==> config.mk <==
export PLATFORM = sky130hd
export DESIGN_NAME = vmap_div
export DESIGN_NICKNAME = d
export VERILOG_FILES = /design/src/rtl/core/vmap_pkg.sv /design/src/rtl/core/vmap_div.sv
export SDC_FILE = /design/constraint.sdc
export NUM_CORES = 1
export LEC_CHECK = 0
export BUFFER_PORTS_ARGS = -buffer_cell sky130_fd_sc_hd__buf_2
export CAP_MARGIN = 20
export CORE_UTILIZATION = 45
export DETAILED_ROUTE_END_ITERATION = 10
export PLACE_DENSITY_LB_ADDON = 0.3
export SLEW_MARGIN = 25
export SYNTH_ARGS = -nofsm -noshare
export SYNTH_HDL_FRONTEND = slang
export SYNTH_SLANG_ARGS = --single-unit
==> constraint.sdc <==
create_clock -name clk -period 5.3 [get_ports clk]
set_clock_uncertainty 0.2 [all_clocks]
set_input_delay 0.53 -clock clk [delete_from_list [all_inputs] [get_ports clk]]
set_output_delay 0.53 -clock clk [all_outputs]
set_load 0.005 [all_outputs]
==> src/rtl/core/vmap_pkg.sv <==
// Package for the volume mean axis projection block.
// Holds sizes, axis and register codes, the position bundle type and the extent clamp.
// No dependencies.
package vmap_pkg;

    localparam int MAX_X      = 256;
    localparam int MAX_Y      = 256;
    localparam int MAX_Z      = 256;
    localparam int POS_W      = 8;
    localparam int EXT_W      = 9;
    localparam int SAMPLE_W   = 16;
    localparam int SUM_W      = 24;
    localparam int SUM_DEPTH  = MAX_X * MAX_Y;
    localparam int ADDR_W     = $clog2(SUM_DEPTH);
    localparam int DIV_STEPS  = SUM_W;
    localparam int DIV_CNT_W  = $clog2(DIV_STEPS + 1);
    localparam int CFG_IDX_W  = 2;

    localparam logic [1:0] AXIS_X = 2'd0;
    localparam logic [1:0] AXIS_Y = 2'd1;
    localparam logic [1:0] AXIS_Z = 2'd2;

    localparam logic [CFG_IDX_W-1:0] REG_AXIS     = 2'd0;
    localparam logic [CFG_IDX_W-1:0] REG_EXTENT_X = 2'd1;
    localparam logic [CFG_IDX_W-1:0] REG_EXTENT_Y = 2'd2;
    localparam logic [CFG_IDX_W-1:0] REG_EXTENT_Z = 2'd3;

    typedef struct packed {
        logic [ADDR_W-1:0] addr;
        logic              first;
        logic              axis_last;
        logic              vol_last;
        logic [EXT_W-1:0]  axis_len;
    } pos_info_t;

    // zero acts as one, values above the limit saturate
    function automatic logic [EXT_W-1:0] eff_extent(input logic [EXT_W-1:0] v,
                                                    input logic [EXT_W-1:0] lim);
        logic [EXT_W-1:0] r;
        if (v == '0)
            r = EXT_W'(1);
        else if (v > lim)
            r = lim;
        else
            r = v;
        return r;
    endfunction

endpackage

==> src/rtl/core/vmap_div.sv <==
// Restoring divider, one quotient bit per cycle, for sum / axis extent.
// Depends on vmap_pkg.
module vmap_div (
    input  logic                          clk,
    input  logic                          rst_n,
    input  logic                          start,
    input  logic [vmap_pkg::SUM_W-1:0]    dividend,
    input  logic [vmap_pkg::EXT_W-1:0]    divisor,
    output logic                          busy,
    output logic [vmap_pkg::SUM_W-1:0]    quotient
);
    import vmap_pkg::*;

    logic [SUM_W-1:0]     dvd_reg, dvd_next;
    logic [SUM_W-1:0]     quo_reg, quo_next;
    logic [POS_W-1:0]     rem_reg, rem_next;
    logic [EXT_W-1:0]     dsr_reg, dsr_next;
    logic [DIV_CNT_W-1:0] cnt_reg, cnt_next;
    logic                 busy_reg, busy_next;
    logic [EXT_W-1:0]     trial;
    logic                 fits;

    assign trial = {rem_reg, dvd_reg[SUM_W-1]};
    assign fits  = (trial >= dsr_reg);

    always_comb
    begin
        dvd_next  = dvd_reg;
        quo_next  = quo_reg;
        rem_next  = rem_reg;
        dsr_next  = dsr_reg;
        cnt_next  = cnt_reg;
        busy_next = busy_reg;
        if (start)
        begin
            dvd_next  = dividend;
            dsr_next  = divisor;
            rem_next  = '0;
            quo_next  = '0;
            cnt_next  = DIV_CNT_W'(DIV_STEPS);
            busy_next = 1'b1;
        end
        else if (busy_reg)
        begin
            dvd_next = {dvd_reg[SUM_W-2:0], 1'b0};
            quo_next = {quo_reg[SUM_W-2:0], fits};
            rem_next = fits ? POS_W'(trial - dsr_reg) : POS_W'(trial);
            cnt_next = cnt_reg - DIV_CNT_W'(1);
            if (cnt_reg == DIV_CNT_W'(1))
            begin
                busy_next = 1'b0;
            end
        end
    end

    always_ff @(posedge clk or negedge rst_n)
    begin
        if (!rst_n)
        begin
            busy_reg <= 1'b0;
            cnt_reg  <= '0;
        end
        else
        begin
            busy_reg <= busy_next;
            cnt_reg  <= cnt_next;
        end
    end

    always_ff @(posedge clk)
    begin
        dvd_reg <= dvd_next;
        quo_reg <= quo_next;
        rem_reg <= rem_next;
        dsr_reg <= dsr_next;
    end

    assign busy     = busy_reg;
    assign quotient = quo_reg;

endmodule

# Word level (Yosys, flattened, before mapping)
# Cells that the tools add are included.
[classes] n_addsub=2 magnitude_cmp=1 eq_ne=1 mux=8 reduce_logical=1
[ops] operator="24-bit 2-to-1 mux" count=2
[ops] operator="5-bit 2-to-1 mux" count=2
[ops] operator="9-bit >= comparator" count=1
[ops] operator="8-bit 2-to-1 mux" count=1
[ops] operator="8-bit subtractor" count=1
[ops] operator="5-bit by 1-bit == test with 1-bit output, second input constant" count=1
[ops] operator="5-bit by 1-bit subtractor with 5-bit output, second input constant" count=1
[ops] operator="1-bit 2-to-1 mux" count=3
[ops] operator="2-bit nonzero test" count=1
[word_totals] ff_bits=71 in_bits=36 output_inout_bits=25 wordCells=19

# Logic depth before layout (Yosys ltp)
[logic_depth] depth_word=4 depth_mapped=8 ltp_nobuf=8

# Worst setup path before layout
# Ideal clock, no wire load.
[synth_path] path_type="register to register" start="register dvd_reg[23]" end="register rem_reg[4]" setup_ns=0.091 t_arrival_ns=2.040 required_ns=5.009 path_slack_ns=2.969 stages_incl_launch_ff=9 path_buffers=0 synth_period_minus_slack_ns=2.331 cell_sequence="edfxtp_1 > inv_1 > ha_1 > fa_1 > or2b_2 > a21oi_1 > nor2_1 > or4_1 > a311oi_1"
[synth_via] elab_chain_cells=2 elab_cells_between_ends=3 cone_classes="1 x add/sub; 1 x order compare; 1 x mux"
[synth_lines] item="start: declaration" line_no="vmap_div.sv:14" text="logic [SUM_W-1:0] dvd_reg, dvd_next;"
[synth_lines] item="start signal: assignment" line_no="vmap_div.sv:72" text="dvd_reg <= dvd_next;"
[synth_lines] item="8-bit subtractor or 9-bit >= comparator (tied branches)" line_no="vmap_div.sv:47, vmap_div.sv:24"
[synth_lines] item="8-bit 2-to-1 mux *" line_no="vmap_div.sv:47" text="rem_next = fits ? POS_W'(trial - dsr_reg) : POS_W'(trial);"
[synth_lines] item="end signal: assignment" line_no="vmap_div.sv:74" text="rem_reg <= rem_next;"
[synth_lines] item="end: declaration" line_no="vmap_div.sv:16" text="logic [POS_W-1:0] rem_reg, rem_next;"
# Mark *: on every way between the ends. The rest lies on a longest branch, timed or not.
# A chain may end at the register's enable or synchronous reset.

# Final worst setup path
# Same ends and word-level chain as after synthesis.

==> metrics.log <==
[metrics] Core Area: 6944 um^2
[metrics] post-synth design cell area: 3309 um^2
[metrics] startpoint of the worst setup timing path: dvd_reg[23]$_DFFE_PP_
[metrics] Die Y-Extent: 87.76 um
[metrics] number of DRC markers after the initial detailed-route iteration: 104
[metrics] peak fanout along the critical path: 4
[metrics] post-DP HPWL: 3.819 mm
[metrics] worst reg-to-reg setup slack: 2760 ps
[metrics] cell with the biggest individual delay on the critical path: fa_1
[metrics] power per cell area: 305.5 nW/um^2
[metrics] Setup Total Neg Slack: 0 ps
[metrics] static leakage: 1.768 nW
[metrics] commonest non-fill, non-tap cell in the layout: buf_2
[metrics] series of cell instances along the critical path: inv_1 -> ha_1 -> fa_1 -> or2b_2 -> a21oi_1 -> nor2_1 -> or4_1 -> a311oi_1
[metrics] placement row count: 30
[metrics] worst r2r path cells: 8
[metrics] Residual DRC: 0
[metrics] share of async-settable or async-resettable flops after synthesis: 8.451%
[metrics] Sinks on Clock Net: 71
[metrics] library cell occupying the most area in the post-synthesis netlist: edfxtp_1
[metrics] number of buffers added by the clock tree synthesis step: 9
[metrics] sequential cell area fraction in the yosys report: 53.84%
[metrics] status: finished, final reports clean
[metrics] cells resized by post-CTS repair: 0
[metrics] Final #Nets: 388
[metrics] Storage cell area: 1783 um^2
[metrics] gp weighted congestion: 0.8415
[metrics] vias in the first global route: 2064
[metrics] Worst Tran Pin Value: 650.8 ps
[metrics] highest-count cells in the layout ignoring fill and taps: 60 x buf_2, 40 x nor2_1, 33 x edfxtp_1, 32 x dfxtp_1
[metrics] launching point of the worst reg2reg path: dvd_reg[23]$_DFFE_PP_
[metrics] total congestion overflow after global routing: 0
[metrics] RR Endpoint: rem_reg[4]$_SDFFE_PP0P_
[metrics] post-synthesis to final-layout area growth: 16.71%
[metrics] synthesized netlist net count: 327
[metrics] number of hold violations in the final report: 0
[metrics] Max Freq: 393.4 MHz
[metrics] Data arrival, critical path: 2580 ps
[metrics] category of the most critical setup path: flop to flop
[metrics] TritonCTS clock tree: done
[metrics] destination of the critical timing path: rem_reg[4]$_SDFFE_PP0P_
[metrics] clock edge transition at the registers on the reported setup and hold paths: 80 ps
[metrics] synthesized area per cell: 11.86 um^2
[metrics] number of vias per cell: 5.050
[metrics] first-pass GRT wire length: 9.439 mm
[metrics] post-layout min period: 2542 ps
[metrics] final-report max-slew violation count: 0
[metrics] ranking of synthesized cells by area: edfxtp_1 30%, dfxtp_1 19%, mux2_2 7.8%, mux2i_1 7.0%, dfrtp_1 4.5%
[metrics] number of I/O pins: 61
[metrics] worst stage delay on the critical path: 400 ps
[metrics] top cell type's share of synthesized area: 29.94%
[metrics] Post-synth EDFFs: 33
[metrics] total of max-cap violations: 0
[metrics] unrepaired setup endpoints after global routing: no
[metrics] count of buffers added by post-CTS timing repair for setup: 0
[metrics] first-pass detailed-route iteration total: 4
[metrics] share of cells above drive strength 1: 32.46%
[metrics] full die area: 7701 um^2
[metrics] worst hold path type: input port to flop
[metrics] quantity of hold-fixing buffers added after cts: 1
[metrics] Cell variety after synth: 50
[metrics] routed wire length per instance: 12.86 um
[metrics] IR drop worst, VDD: 0.1715 mV
[metrics] nature of the critical path endpoint: flop
[metrics] initial cell density of the core: 47.66%
[metrics] Via Count: 2227
[metrics] total power consumption of the routed design: 1.180 mW
[metrics] buffers from clock root to sink, at most: 2
[metrics] relative max-transition margin: 56.62%
[metrics] Yosys reg bits: 71
[metrics] H-tree level count: 3
[metrics] number of standard cells after synthesis: 279
[metrics] master cell of the clock root buffer: clkbuf_8
[metrics] pin count of the biggest net entering global routing: 51
[metrics] die outline width: 87.76 um
[metrics] data required time at the worst endpoint: 5340 ps
[metrics] clock latency reported for the late side of the worst-skew pair: 340 ps
[metrics] Ant. Diodes: 0
[metrics] multi-input gate area in the final layout: 1391 um^2
[metrics] most used flip-flop cell after synthesis: edfxtp_1
[metrics] fill cell total of the finished layout: 635
[metrics] number of nets with antenna violations after detailed routing: 0
[metrics] port buffer count: 60
[metrics] Ys Warns: 0
[metrics] combined global-route utilization of all metal layers: 16.10%
[metrics] Routed WL: 5.672 mm
[metrics] number of antenna violations at the first check in global routing: 0
[metrics] final critical-path share of the clock period: 47.96%
[metrics] critical path launch point type: flop
[metrics] final setup violation count: 0
==> cell families after synthesis <==
family	after synthesis	share of synthesized area, %
flip-flops	71	53.84
buffers and inverters	27	4.348
AND/OR/NAND/NOR	80	12.51
AO/OA/AOI/OAI	38	8.431
multiplexers	46	14.78
adder cells (fa/ha/maj)	12	4.764
XOR/XNOR	5	1.323
==> worst max-delay path: cells and delay by family (launching register included) <==
kind / cells / cell delay, ps
adder cells (fa/ha/maj): 2 / 630
flip-flops: 1 / 340
buffers and inverters: 1 / 40
AO/OA/AOI/OAI: 2 / 430
AND/OR/NAND/NOR: 3 / 790
==> Yosys cell counts (2+ instances only) <==
cell type and n:
nor2_1 40, nand2b_1 6, nand2_1 5, nor3b_1 4, nand3_1 6, nor4b_1 2
o211ai_1 2, ha_1 11, clkbuf_1 5, a211oi_1 4, buf_1 3, o21ai_0 9
inv_1 14, mux2_2 23, mux2i_1 23, a311oi_1 6, dfxtp_1 32, and2_1 2
xnor2_1 4, nor2b_1 2, buf_6 3, a21oi_1 7, dfrtp_1 6, edfxtp_1 33
clkbuf_8 2
==> stage by stage <==
step           instances  hold slack [ps]  utilization (%)  setup WS (ps)  instance area [um^2]
3_3_place_gp         424            160.2            52.63           2785                  3655
4_1_cts              441            142.6            55.51           2692                  3855
3_5_place_dp         424            166.5            52.63           2707                  3655
5_1_grt              441            148.8            55.62           2582                  3862
2_1_floorplan        279            34.41                -           2969                  3309
6_report             441            164.4            55.62           2758                  3862
==> worst min-delay path by stage <==
stage	from	end	slack (ps)	cells after the start
finish	divisor[8]	dsr_reg[8]$_DFFE_PP_	160	1
global route	divisor[0]	dsr_reg[0]$_DFFE_PP_	150	1
detailed placement	rst_n	cnt_reg[3]$_DFFE_PN0P_	170	1
floorplan	rst_n	busy$_DFF_PN0_	30	0
global placement	rst_n	cnt_reg[3]$_DFFE_PN0P_	160	1
CTS	divisor[8]	dsr_reg[8]$_DFFE_PP_	140	1
==> report_power, final <==
part	total [mW]	switching (mW)	internal, mW
logic	0.143	0.0734	0.0697
clock network	0.408	0.209	0.199
registers	0.629	0.0166	0.612
total	1.18	0.299	0.881
==> routing by layer <==
layer  vias to the layer above  share of wire, %  track usage, %
met3                         7               4.6           4.430
met2                        46                44           24.03
li1                       1136                 -               -
met5                         -                 0               0
met4                         0               1.6           9.091
met1                      1038                50           21.10
==> final cells by class <==
class / count / area share, %
Tap cell: 96 / 3.110
Multi-Input combinational cell: 181 / 36.02
Clock buffer: 10 / 3.855
Inverter: 14 / 1.361
Sequential cell: 71 / 46.16
Clock inverter: 6 / 1.069
Timing Repair Buffer: 63 / 8.422
(Power assumes the default switching activity.)
