--- config.mk ---
export PLATFORM = sky130hd
export DESIGN_NAME = vmap_raster
export DESIGN_NICKNAME = d
export VERILOG_FILES = /design/src/rtl/core/vmap_pkg.sv /design/src/rtl/core/vmap_raster.sv
export SDC_FILE = /design/constraint.sdc
export NUM_CORES = 1
export LEC_CHECK = 0
export BUFFER_PORTS_ARGS = -buffer_cell sky130_fd_sc_hd__buf_2
export CORE_MARGIN = 2
export CORE_UTILIZATION = 25
export CTS_BUF_LIST = sky130_fd_sc_hd__clkbuf_16
export DETAILED_ROUTE_END_ITERATION = 7
export PLACE_DENSITY = 0.51
export SKIP_CTS_REPAIR_TIMING = 1
export SYNTH_ARGS = -nofsm -noshare
export SYNTH_HDL_FRONTEND = slang
export SYNTH_SLANG_ARGS = --single-unit
--- constraint.sdc ---
create_clock -name clk -period 8.7 [get_ports clk]
set_input_delay 0.435 -clock clk [delete_from_list [all_inputs] [get_ports clk]]
set_output_delay 0.435 -clock clk [all_outputs]
set_load 0.05 [all_outputs]
--- src/rtl/core/vmap_pkg.sv ---
// Package for the volume mean axis projection block.
// Holds sizes, axis and register codes, the position bundle type and the extent clamp.
// No dependencies.
package vmap_pkg;

    localparam int MAX_X      = 256;
    localparam int MAX_Y      = 256;
    localparam int MAX_Z      = 256;
    localparam int POS_W      = 8;
    localparam int EXT_W      = 9;
    localparam int SAMPLE_W   = 16;
    localparam int SUM_W      = 24;
    localparam int SUM_DEPTH  = MAX_X * MAX_Y;
    localparam int ADDR_W     = $clog2(SUM_DEPTH);
    localparam int DIV_STEPS  = SUM_W;
    localparam int DIV_CNT_W  = $clog2(DIV_STEPS + 1);
    localparam int CFG_IDX_W  = 2;

    localparam logic [1:0] AXIS_X = 2'd0;
    localparam logic [1:0] AXIS_Y = 2'd1;
    localparam logic [1:0] AXIS_Z = 2'd2;

    localparam logic [CFG_IDX_W-1:0] REG_AXIS     = 2'd0;
    localparam logic [CFG_IDX_W-1:0] REG_EXTENT_X = 2'd1;
    localparam logic [CFG_IDX_W-1:0] REG_EXTENT_Y = 2'd2;
    localparam logic [CFG_IDX_W-1:0] REG_EXTENT_Z = 2'd3;

    typedef struct packed {
        logic [ADDR_W-1:0] addr;
        logic              first;
        logic              axis_last;
        logic              vol_last;
        logic [EXT_W-1:0]  axis_len;
    } pos_info_t;

    // zero acts as one, values above the limit saturate
    function automatic logic [EXT_W-1:0] eff_extent(input logic [EXT_W-1:0] v,
                                                    input logic [EXT_W-1:0] lim);
        logic [EXT_W-1:0] r;
        if (v == '0)
            r = EXT_W'(1);
        else if (v > lim)
            r = lim;
        else
            r = v;
        return r;
    endfunction

endpackage

--- src/rtl/core/vmap_raster.sv ---
// Raster position counters and decode of accumulator address and first/last flags.
// Depends on vmap_pkg.
module vmap_raster (
    input  logic                           clk,
    input  logic                           rst_n,
    input  logic                           advance,
    input  logic [1:0]                     axis,
    input  logic [vmap_pkg::EXT_W-1:0]     extent_x,
    input  logic [vmap_pkg::EXT_W-1:0]     extent_y,
    input  logic [vmap_pkg::EXT_W-1:0]     extent_z,
    output vmap_pkg::pos_info_t            info
);
    import vmap_pkg::*;

    logic [POS_W-1:0] pos_x_reg, pos_y_reg, pos_z_reg;
    logic [POS_W-1:0] pos_x_next, pos_y_next, pos_z_next;
    logic [EXT_W-1:0] ex, ey, ez;
    logic             last_x, last_y, last_z;

    assign ex = eff_extent(extent_x, EXT_W'(MAX_X));
    assign ey = eff_extent(extent_y, EXT_W'(MAX_Y));
    assign ez = eff_extent(extent_z, EXT_W'(MAX_Z));

    assign last_x = ({1'b0, pos_x_reg} + EXT_W'(1)) >= ex;
    assign last_y = ({1'b0, pos_y_reg} + EXT_W'(1)) >= ey;
    assign last_z = ({1'b0, pos_z_reg} + EXT_W'(1)) >= ez;

    always_comb
    begin
        info.vol_last = last_x && last_y && last_z;
        unique case (axis) inside
            AXIS_X:
            begin
                info.addr      = '0;
                info.first     = (pos_x_reg == '0);
                info.axis_last = last_x;
                info.axis_len  = ex;
            end
            AXIS_Y:
            begin
                info.addr      = ADDR_W'(pos_x_reg);
                info.first     = (pos_y_reg == '0);
                info.axis_last = last_y;
                info.axis_len  = ey;
            end
            default:
            begin
                info.addr      = {pos_y_reg, pos_x_reg};
                info.first     = (pos_z_reg == '0);
                info.axis_last = last_z;
                info.axis_len  = ez;
            end
        endcase
    end

    always_comb
    begin
        pos_x_next = pos_x_reg;
        pos_y_next = pos_y_reg;
        pos_z_next = pos_z_reg;
        if (advance)
        begin
            if (last_x)
            begin
                pos_x_next = '0;
                if (last_y)
                begin
                    pos_y_next = '0;
                    pos_z_next = last_z ? '0 : pos_z_reg + POS_W'(1);
                end
                else
                begin
                    pos_y_next = pos_y_reg + POS_W'(1);
                end
            end
            else
            begin
                pos_x_next = pos_x_reg + POS_W'(1);
            end
        end
    end

    always_ff @(posedge clk or negedge rst_n)
    begin
        if (!rst_n)
        begin
            pos_x_reg <= '0;
            pos_y_reg <= '0;
            pos_z_reg <= '0;
        end
        else
        begin
            pos_x_reg <= pos_x_next;
            pos_y_reg <= pos_y_next;
            pos_z_reg <= pos_z_next;
        end
    end

endmodule

[After elaboration in Yosys (flattened, before gate mapping)]
Cells that the tools add are included.
Widths: inputs -> output; s select.
Storage, ports and cells
  register bits after elaboration: 24
  output and inout bits: 28
Cells by class
  $add $sub $neg: 6
  $lt $le $gt $ge: 6
  equal/unequal tests: 1
  mux-type cells: 11
  reductions and logical operators: 11
Operator list (count)
  $mux 9: 6
  $pmux 18 s2: 1
  $add 8x1->9 const B: 3
  $ge 9x9->1: 3
  $gt 9x9->1 const B: 3
  $logic_not 9->1: 3
  $add 8x1->8 const B: 3
  $logic_not 8->1: 3
  $mux 8: 3
  $pmux 9 s2: 1
  $reduce_and 3->1: 1
  $eq 2x1->1 const B: 1
  $logic_and 1x1->1: 2
  $logic_not 2->1: 1
  $reduce_and 2->1: 1

[Depth between registers and ports, before layout]
Gate-level depths: netlist of the first run.
  depth in word-level cells: 6
  depth in mapped cells: 13
  depth with buffers taken out: 11

[Worst setup path after synthesis of the first run]
OpenSTA, ideal clock, no wires.
  path kind: register to output
  from: register pos_y_reg[0]
  to: output port info[9] (netlist name)
  arrival time: 3.350 ns
  data required time: 8.265 ns
  slack: 4.915 ns
  stages on the path, launching flop included: 12
  path buffers: 1
  cells stage by stage: dfrtp_1 -> ha_1 -> and3_1 -> and3_1 -> and3_1 -> ha_1 -> nand4_1 -> nor2_1 -> o2bb2ai_2 -> nor2_2 -> buf_2 -> nor3_1
RTL lines
  from (decl): line vmap_raster.sv:15  | logic [POS_W-1:0] pos_x_reg, pos_y_reg, pos_z_reg;
  from (signal assigned): line vmap_raster.sv:94  | pos_y_reg <= pos_y_next;
  to (decl): line vmap_raster.sv:11  | output vmap_pkg::pos_info_t info

==> results of run 1 <==
-- final timing paths --
kind	slack [ps]	startpoint	endpoint
min reg2reg	560	pos_z_reg[1]	pos_z_reg[1]
max reg2reg	5370	pos_y_reg[0]	pos_y_reg[7]
min	170	rst_n	pos_z_reg[4]
max	4970	pos_y_reg[0]	info[9]
max in group asynchronous	8150	rst_n	pos_x_reg[0]
min in group clk	560	pos_z_reg[1]	pos_z_reg[1]
-- where the power goes --
group	leakage, µW	internal [µW]	switching [µW]
logic	0.00115	142	255
registers	0.000315	141	44.9
clock network	0.0000385	61.5	40.3
total	0.00150	345	340
-- kinds of logic (layout without fill, tap and decap cells) --
logic type	after synthesis	in the layout	synth area share, %
multiplexers	4	4	1.56
AO/OA/AOI/OAI	74	74	19.9
flip-flops	24	24	23.4
XOR/XNOR	18	18	6.15
AND/OR/NAND/NOR	146	146	28.6
adder cells (fa/ha/maj)	33	33	16.1
buffers and inverters	25	78	4.29
-- metal layers --
metal  GRT usage, %  up-vias  wire, µm
li1               -     1272         -
met1           15.9     1178      3150
met2           24.8       35      3890
met3           2.78        0       290
met4          0.667        0         0
met5              0        -         0
-- cells in the final DEF (no fill, tap or decap), types with 2 or more instances in the layout --
cell type and instances:
a211o_1 5, a211oi_1 4, a21oi_1 13, a22o_1 3, a22oi_1 7, and2_1 8, and3_1 9, buf_2 59
clkbuf_16 3, clkinv_1 4, dfrtp_1 24, ha_1 33, inv_1 12, mux2i_1 4, nand2_1 53, nand2b_1 8
nand3_1 12, nand4_1 4, nor2_1 24, nor2b_1 4, nor3_1 5, nor4_1 5, nor4b_1 2, o211ai_1 2
o21ai_0 19, o21bai_1 2, o2bb2ai_1 6, o31ai_1 3, or3_1 3, xnor2_1 8, xor2_1 10
-- final cells by class --
type | count | area [µm²] | area share, %
clock inverters | 1 | 3.75 | 0.123
flip-flops and latches | 24 | 601 | 19.7
well taps | 133 | 166 | 5.45
repair buffers | 59 | 295 | 9.68
clock buffers | 3 | 75.1 | 2.46
inverters | 15 | 56.3 | 1.85
multi-input cells | 275 | 1850 | 60.8
-- cell usage after synthesis (4+ instances only) --
cell type / count
nand2b_1: 8
a211oi_1: 4
mux2i_1: 4
o21ai_0: 19
a211o_1: 5
nand3_1: 12
o2bb2ai_1: 6
xnor2_1: 8
inv_1: 12
and2_1: 8
ha_1: 33
a22oi_1: 7
nand4_1: 4
nand2_1: 53
dfrtp_1: 24
xor2_1: 10
clkbuf_1: 7
nor4_1: 5
nor2b_1: 4
and3_1: 9
nor3_1: 5
nor2_1: 24
a21oi_1: 13
-- metrics by stage --
| stage | std cells | cell area (µm²) | hold slack (ps) |
|---|---|---|---|
| global placement | 506 | 2970 | 483 |
| global route | 510 | 3050 | 225 |
| detailed placement | 506 | 2970 | 471 |
| floorplan | 324 | 2560 | 139 |
| finish | 510 | 3050 | 171 |
| CTS | 510 | 3050 | 193 |
==> reports/results.ini, run 1 <==
[run_status]
status=finished, final reports clean

[cts]
clk_path_buf_depth=2
insertion_delay_ps=260
cts.clk_slew.worst_paths_ps=60
cts_tree=done
htreeDepth=1
cts_sinks=24
root_buffer=clkbuf_16
cts_buffers=3

[finish]
n_fill_cell=1074
drive_gt1_share_pct=19.1
area_delta_synth_final_pct=19.0
diodes=0
nets=443
final_core_util_pct=30.9

[die]
pin_count=60
fp.dieW_um=105
start_util_pct=26.0
chipHeight_um=105
dieArea_um2=11100
rows=36
core_um2=9860

[sta]
max-slew-margin-rel_pct=37.1
worst_pin_slew_ps=943
report.final.slew_viol_count=0
post-route-period-util_pct=42.8
fmax_mhz=268
grt_setup_unrepaired=false
final.setup.worst_slack_ps=4970
period_needed_ps=3730
finalHoldViolCount=0
finalSetupTns_ps=0
setup_viol=0
fin_worst_skew_ps=3.38

[grt]
grt_start_max_net_pins=25
grt.total_usage_pct=13.1
grt_overflow=0
grt_pass1_vias=2545
grt_pass1_wl_um=12100
antenna_found_initial=0

[setup_path]
cp-start-kind=register
path_depth=11
worstSetupPathType=reg -> out
crit_slowest_cell=nor2_2
worst_setup_path_end_kind=primary output
cpMostUsedCell=and3_1
path_cells=ha_1 -> and3_1 -> and3_1 -> and3_1 -> ha_1 -> nand4_1 -> nor2_1 -> o2bb2ai_2 -> nor2_2 -> nor3_1 -> buf_2
crit_arrival_ps=3290
critPathBufInv=1
crit_required_ps=8270
crit_family=simple AND/OR/NAND/NOR gates
cp_max_fo=17
rr_worst_depth=11
cp_slowest_stage_delay_ps=580

[detailed_routing]
routedWlPerCell_um=14.4
wl_um=7330
drt_iter0_markers=123
firstDrtPassIters=4
avgViaCountPerCell=4.87
vias=2485
post-route-drc-count=0
ant_nets=0

[placement]
gp_congestion=0.855
place_hpwl_um=5940
portBuffers=59
dpl_worst_slack_ps=5250

[synthesis]
synth_top_area_share_pct=23.4
synth-seq-cells=24
synth_nets=389
synth_top_area_cell=dfrtp_1
yosysWarnings=0
synth_flop_cell=dfrtp_1
synth.cell_area_um2=2560
netlist_instances=324
synth_edf_count=0
seq_area_frac_synth_pct=23.4
async_flop_share_pct=100
avgSynthCellArea_um2=7.92
ys_types=51
yosys-top-cells-area=dfrtp_1, ha_1, nand2_1

[hold_path]
hp-class=in -> async

[power_and_ir_drop]
total_power_uw=685
power_leakage_uw=0.00150
irDropWorstVdd_mv=0.160
power_density_nw_per_um2=224

[run]
drv_cap=0

Note: power is estimated with default switching activity, not from simulation.
==> run 2: changes to the inputs <==
==> constraint.sdc (replaced) <==
create_clock -name clk -period 3.7 [get_ports clk]
set_input_delay 0.185 -clock clk [delete_from_list [all_inputs] [get_ports clk]]
set_output_delay 0.185 -clock clk [all_outputs]
set_load 0.05 [all_outputs]
==> run 2 against run 1 <==
Effect of this change:
- global-route usage is 0.22 points higher
- clock-buffer cell count stayed put
- register-to-register slack worse by 4700 ps
- design area is 1.6% higher
- hold slack better by 150 ps
- sequential share of layout area is 0.30 points lower
- cell count is 1.2% higher
- core utilization is 0.48 points higher
- combinational power is 140% higher
- worst setup slack worse by 4600 ps
- clock skew hardly changed
- first-iteration DRC count is 26% lower
==> reports/results.ini, run 2 (synthesized netlist as in run 1, its figures left out) <==
[detailed_routing]
drt_iter0_markers=91  ; -26%
firstDrtPassIters=4  ; unchanged
ant_nets=0  ; unchanged
wl_um=7290  ; -0.60%
routedWlPerCell_um=14.1  ; -1.8%
vias=2515  ; +1.2%
post-route-drc-count=0  ; unchanged
avgViaCountPerCell=4.87  ; about the same

[placement]
portBuffers=59  ; unchanged
gp_congestion=0.822  ; -3.8%
place_hpwl_um=5940  ; +0.12%

[sta]
finalHoldViolCount=0  ; unchanged
finalSetupTns_ps=0  ; unchanged
fmax_mhz=300
max-slew-margin-rel_pct=56.4  ; +19 points
post-route-period-util_pct=90.0
setup_viol=0  ; unchanged
report.final.slew_viol_count=0  ; unchanged
grt_setup_unrepaired=false
period_needed_ps=3330
fin_worst_skew_ps=2.99  ; -0.386 ps
worst_pin_slew_ps=649  ; -294 ps

[cts]
root_buffer=clkbuf_16
cts_sinks=24  ; unchanged
htreeDepth=1  ; unchanged
clk_path_buf_depth=2  ; unchanged
cts.clk_slew.worst_paths_ps=60  ; about the same
insertion_delay_ps=260  ; about the same
cts_buffers=3  ; unchanged
cts_tree=done

[setup_path]
crit_required_ps=3510  ; -4760 ps
crit_arrival_ps=3140  ; -150 ps
cp_max_fo=10  ; -7
cp-start-kind=register
worst_setup_path_end_kind=primary output
worstSetupPathType=reg -> out

[finish]
final_common_cell=buf_2
diodes=0  ; unchanged
area_delta_synth_final_pct=20.8
nets=449  ; +1.4%
drive_gt1_share_pct=20.1  ; +1.0 points
final_cell_mix=buf_2, nand2_1, ha_1, nor2_1, dfrtp_1

[power_and_ir_drop]
power_leakage_uw=0.00153  ; +1.8%
power_density_nw_per_um2=532  ; +140%
irDropWorstVdd_mv=0.479  ; +200%
total_power_uw=1650  ; +140%

[grt]
grt_pass1_wl_um=12300  ; +1.5%
grt.total_usage_pct=13.4  ; +0.22 points
grt_overflow=0  ; unchanged
grt_pass1_vias=2502  ; -1.7%
grt_start_max_net_pins=25  ; unchanged
antenna_found_initial=0  ; unchanged

[die]
fp.dieW_um=105  ; unchanged
pin_count=60  ; unchanged
dieArea_um2=11100  ; unchanged
rows=36  ; unchanged
start_util_pct=26.0  ; unchanged
core_um2=9860  ; unchanged
chipHeight_um=105  ; unchanged

[run]
drv_cap=0  ; unchanged

[run_status]
status=finished, final reports clean

[hold_path]
hp-class=in -> reg

[run 2: cell count changes in the layout (fill, tap and decap cells not counted)]
| cell | previous run | this run |
|---|---|---|
| buf_4 | 0 | 5 |
| dlygate4sd3_1 | 0 | 1 |
[run 2: metrics by stage]
step / instances / cell area, µm² / hold WS (ps) / worst slack, ps / util (%)
global route: 516 / 3100 / 375 / 138 / 31.4
global placement: 511 / 3010 / 234 / 628 / 30.5
detailed placement: 511 / 3010 / 235 / 648 / 30.5
finish: 516 / 3100 / 322 / 371 / 31.4
floorplan: 324 / 2560 / -111 / 165 / -
CTS: 515 / 3090 / -47.9 / 370 / 31.3
[run 2: routing by layer]
metal	vias up	routed length, µm	track usage (%)
met4	0	34	1.14
li1	1275	-	-
met1	1207	3270	17.1
met2	29	3820	24.5
met3	4	163	1.98
met5	-	0	0
[run 2: critical path, cell delays in order, from the launching register on]
cell and delay, ps:
dfrtp_1 450, ha_1 280, and3_1 210, and3_1 220, and3_1 190, ha_1 310, nand2_1 50, o21ai_0 340
nor2_2 210, nor3_1 300, buf_2 320
[run 2: path summary, 6_finish.rpt]
check / startpoint / to / slack, ps / depth (start not counted)
worst max register to register: pos_x_reg[3] / pos_z_reg[5] / 670 / 11
min in group asynchronous: rst_n / pos_y_reg[2] / 460 / 2
worst min-delay path: advance / pos_x_reg[0] / 320 / 2
max in group asynchronous: rst_n / pos_x_reg[6] / 2860 / 2
worst max-delay path: pos_y_reg[0] / info[9] / 370 / 10
worst min register to register: pos_z_reg[1] / pos_z_reg[1] / 570 / 2
[run 2: area by class of cell]
| cell class | instances | area (µm²) |
|---|---|---|
| multi-input cells | 275 | 1850 |
| flip-flops and latches | 24 | 601 |
| fillers | 1068 | 6770 |
| clock inverters | 1 | 3.75 |
| inverters | 15 | 56.3 |
| repair buffers | 65 | 343 |
| clock buffers | 3 | 75.1 |
| well taps | 133 | 166 |
[run 2: report_power, final]
| part | switching, µW | internal [µW] |
|---|---|---|
| clock network | 95.6 | 145 |
| registers | 106 | 332 |
| logic | 605 | 364 |
==> run 3: changes to the inputs <==
--- a/config.mk
+++ b/config.mk
@@ -5,12 +5,12 @@
 export SDC_FILE = /design/constraint.sdc
 export NUM_CORES = 1
 export LEC_CHECK = 0
-export BUFFER_PORTS_ARGS = -buffer_cell sky130_fd_sc_hd__buf_2
 export CORE_MARGIN = 2
 export CORE_UTILIZATION = 25
 export CTS_BUF_LIST = sky130_fd_sc_hd__clkbuf_16
 export DETAILED_ROUTE_END_ITERATION = 7
-export PLACE_DENSITY = 0.51
+export DONT_BUFFER_PORTS = 1
+export PLACE_DENSITY = 0.46
 export SKIP_CTS_REPAIR_TIMING = 1
 export SYNTH_ARGS = -nofsm -noshare
 export SYNTH_HDL_FRONTEND = slang
==> run 3 against run 2 <==
Effect of this change:
- first-iteration DRC count rose by 47%
- highest routed layer unchanged
- fmax decreased by 0.30%
- via count decreased by 9.3%
==> reports/results.ini, run 3 (synthesized netlist as in run 1, its figures left out) <==
[sta]
finalSetupTns_ps=0  ; unchanged
max-slew-margin-rel_pct=34.5  ; -22 points
final.setup.worst_slack_ps=361  ; -10.1 ps
report.final.slew_viol_count=0  ; unchanged
period_needed_ps=3340  ; +10.1 ps
fin_worst_skew_ps=3.60  ; +0.612 ps
post-route-period-util_pct=90.2  ; +0.27 points
fmax_mhz=299  ; -0.30%
grt_setup_unrepaired=false
finalHoldViolCount=0  ; unchanged
setup_viol=0  ; unchanged
worst_pin_slew_ps=976  ; +327 ps

[setup_path]
crit_required_ps=3510  ; about the same
worstSetupPathType=reg -> out
worst_setup_path_end_kind=primary output
crit_arrival_ps=3150  ; about the same
cp_max_fo=14  ; +4
cp-start-kind=register

[grt]
grt.total_usage_pct=13.1  ; -0.20 points
grt_overflow=0  ; unchanged
grt_busiest_layer=met2
grt_start_max_net_pins=25  ; unchanged
met3_usage_pct=2.16  ; +0.19 points
gr-usage-met2_pct=24.7  ; +0.18 points
antenna_found_initial=0  ; unchanged
grtUsageMet1_pct=15.7  ; -1.4 points
grt_pass1_wl_um=11900  ; -3.3%
grt_pass1_vias=2371  ; -5.2%

[die]
core_um2=9860  ; unchanged
fp.dieW_um=105  ; unchanged
start_util_pct=26.0  ; unchanged
dieArea_um2=11100  ; unchanged
pin_count=60  ; unchanged
chipHeight_um=105  ; unchanged
rows=36  ; unchanged

[finish]
nets=392  ; -13%
final_cell_area_um2=2840  ; -8.4%
area_delta_synth_final_pct=10.7
drive_gt1_share_pct=6.77  ; -13 points
diodes=0  ; unchanged
fin_cells=458  ; -11%
final_common_cell=nand2_1
final_cell_mix=nand2_1, ha_1, nor2_1, dfrtp_1, o21ai_0

[cts]
cts_tree=done
root_buffer=clkbuf_16
insertion_delay_ps=260  ; about the same
htreeDepth=1  ; unchanged
cts_sinks=24  ; unchanged
clk_path_buf_depth=2  ; unchanged
cts.clk_slew.worst_paths_ps=60  ; about the same
cts_buffers=3  ; unchanged

[power_and_ir_drop]
p_int_uw=796  ; -5.4%
pwr-share-seq_pct=27.9  ; +1.3 points
pwr-share-comb_pct=57.2  ; -1.6 points
p_switching_uw=788  ; -2.4%
clkPwrFrac_pct=15.0  ; +0.4 points
power_density_nw_per_um2=557  ; +4.9%
power_leakage_uw=0.00129  ; -16%
sw_frac_of_total_pct=49.7  ; +0.78 points
irDropWorstVdd_mv=0.294  ; -39%
total_power_uw=1580  ; -3.9%

[hold_path]
hp-class=in -> reg

[detailed_routing]
routedWlPerCell_um=15.8  ; +12%
vias=2282  ; -9.3%
ant_nets=0  ; unchanged
avgViaCountPerCell=4.98  ; +2.2%
firstDrtPassIters=4  ; unchanged
drt_iter0_markers=134  ; +47%
wl_um=7240  ; -0.58%
post-route-drc-count=0  ; unchanged

[placement]
portBuffers=0  ; -100%
dpl_worst_slack_ps=594  ; -54.0 ps
place_hpwl_um=5830  ; -2.0%
gp_congestion=0.833  ; +1.3%
placed_cells=453  ; -11%
place_area_um2=2740  ; -9.1%

[run_status]
status=finished, final reports clean

[run]
drv_cap=0  ; unchanged

[run 3: metal layers]
metal  share of wire [%]  wire length [µm]
met1                  44              3170
met2                  52              3800
met3                 2.1               154
met4                 1.7               124
met5                   0                 0
[run 3: worst max-delay path, stage by stage, from the launching register on]
cell	delay, ps
dfrtp_1	450
ha_1	280
and3_1	220
and3_1	230
and3_1	190
ha_1	320
nand4_1	140
nor2_1	70
o2bb2ai_2	140
nor2_2	490
nor3_2	140
buf_4	220
[run 3: layout make-up]
class                           count  area [µm²]
Fill cell                        1072        7020
Multi-Input combinational cell    275        1870
Inverter                           15        56.3
Sequential cell                    24         601
Clock buffer                        3        75.1
Tap cell                          133         166
Timing Repair Buffer                8        75.1
[run 3: metrics by stage]
step	hold WS, ps	util, %
floorplan	-111	-
global placement	-109	27.7
CTS	-388	28.5
detailed placement	-109	27.7
finish	10.5	28.8
global route	14.4	28.8
[run 3: final timing paths]
kind / from / to / slack [ps] / depth (start not counted)
max reg2reg: pos_y_reg[0] / pos_y_reg[0] / 560 / 11
min: advance / pos_x_reg[0] / 10 / 1
min in group asynchronous: rst_n / pos_z_reg[7] / 360 / 2
max in group asynchronous: rst_n / pos_x_reg[6] / 3190 / 2
min reg2reg: pos_z_reg[1] / pos_z_reg[1] / 570 / 2
max: pos_y_reg[0] / info[9] / 360 / 11
[run 3: power groups by stage]
stage / clock, µW / combinational, µW / sequential (µW)
global placement: 0 / 896 / 444
global route: 253 / 1020 / 456
detailed placement: 0 / 902 / 445
floorplan: 0 / 746 / 400
finish: 237 / 905 / 441
CTS: 245 / 908 / 441
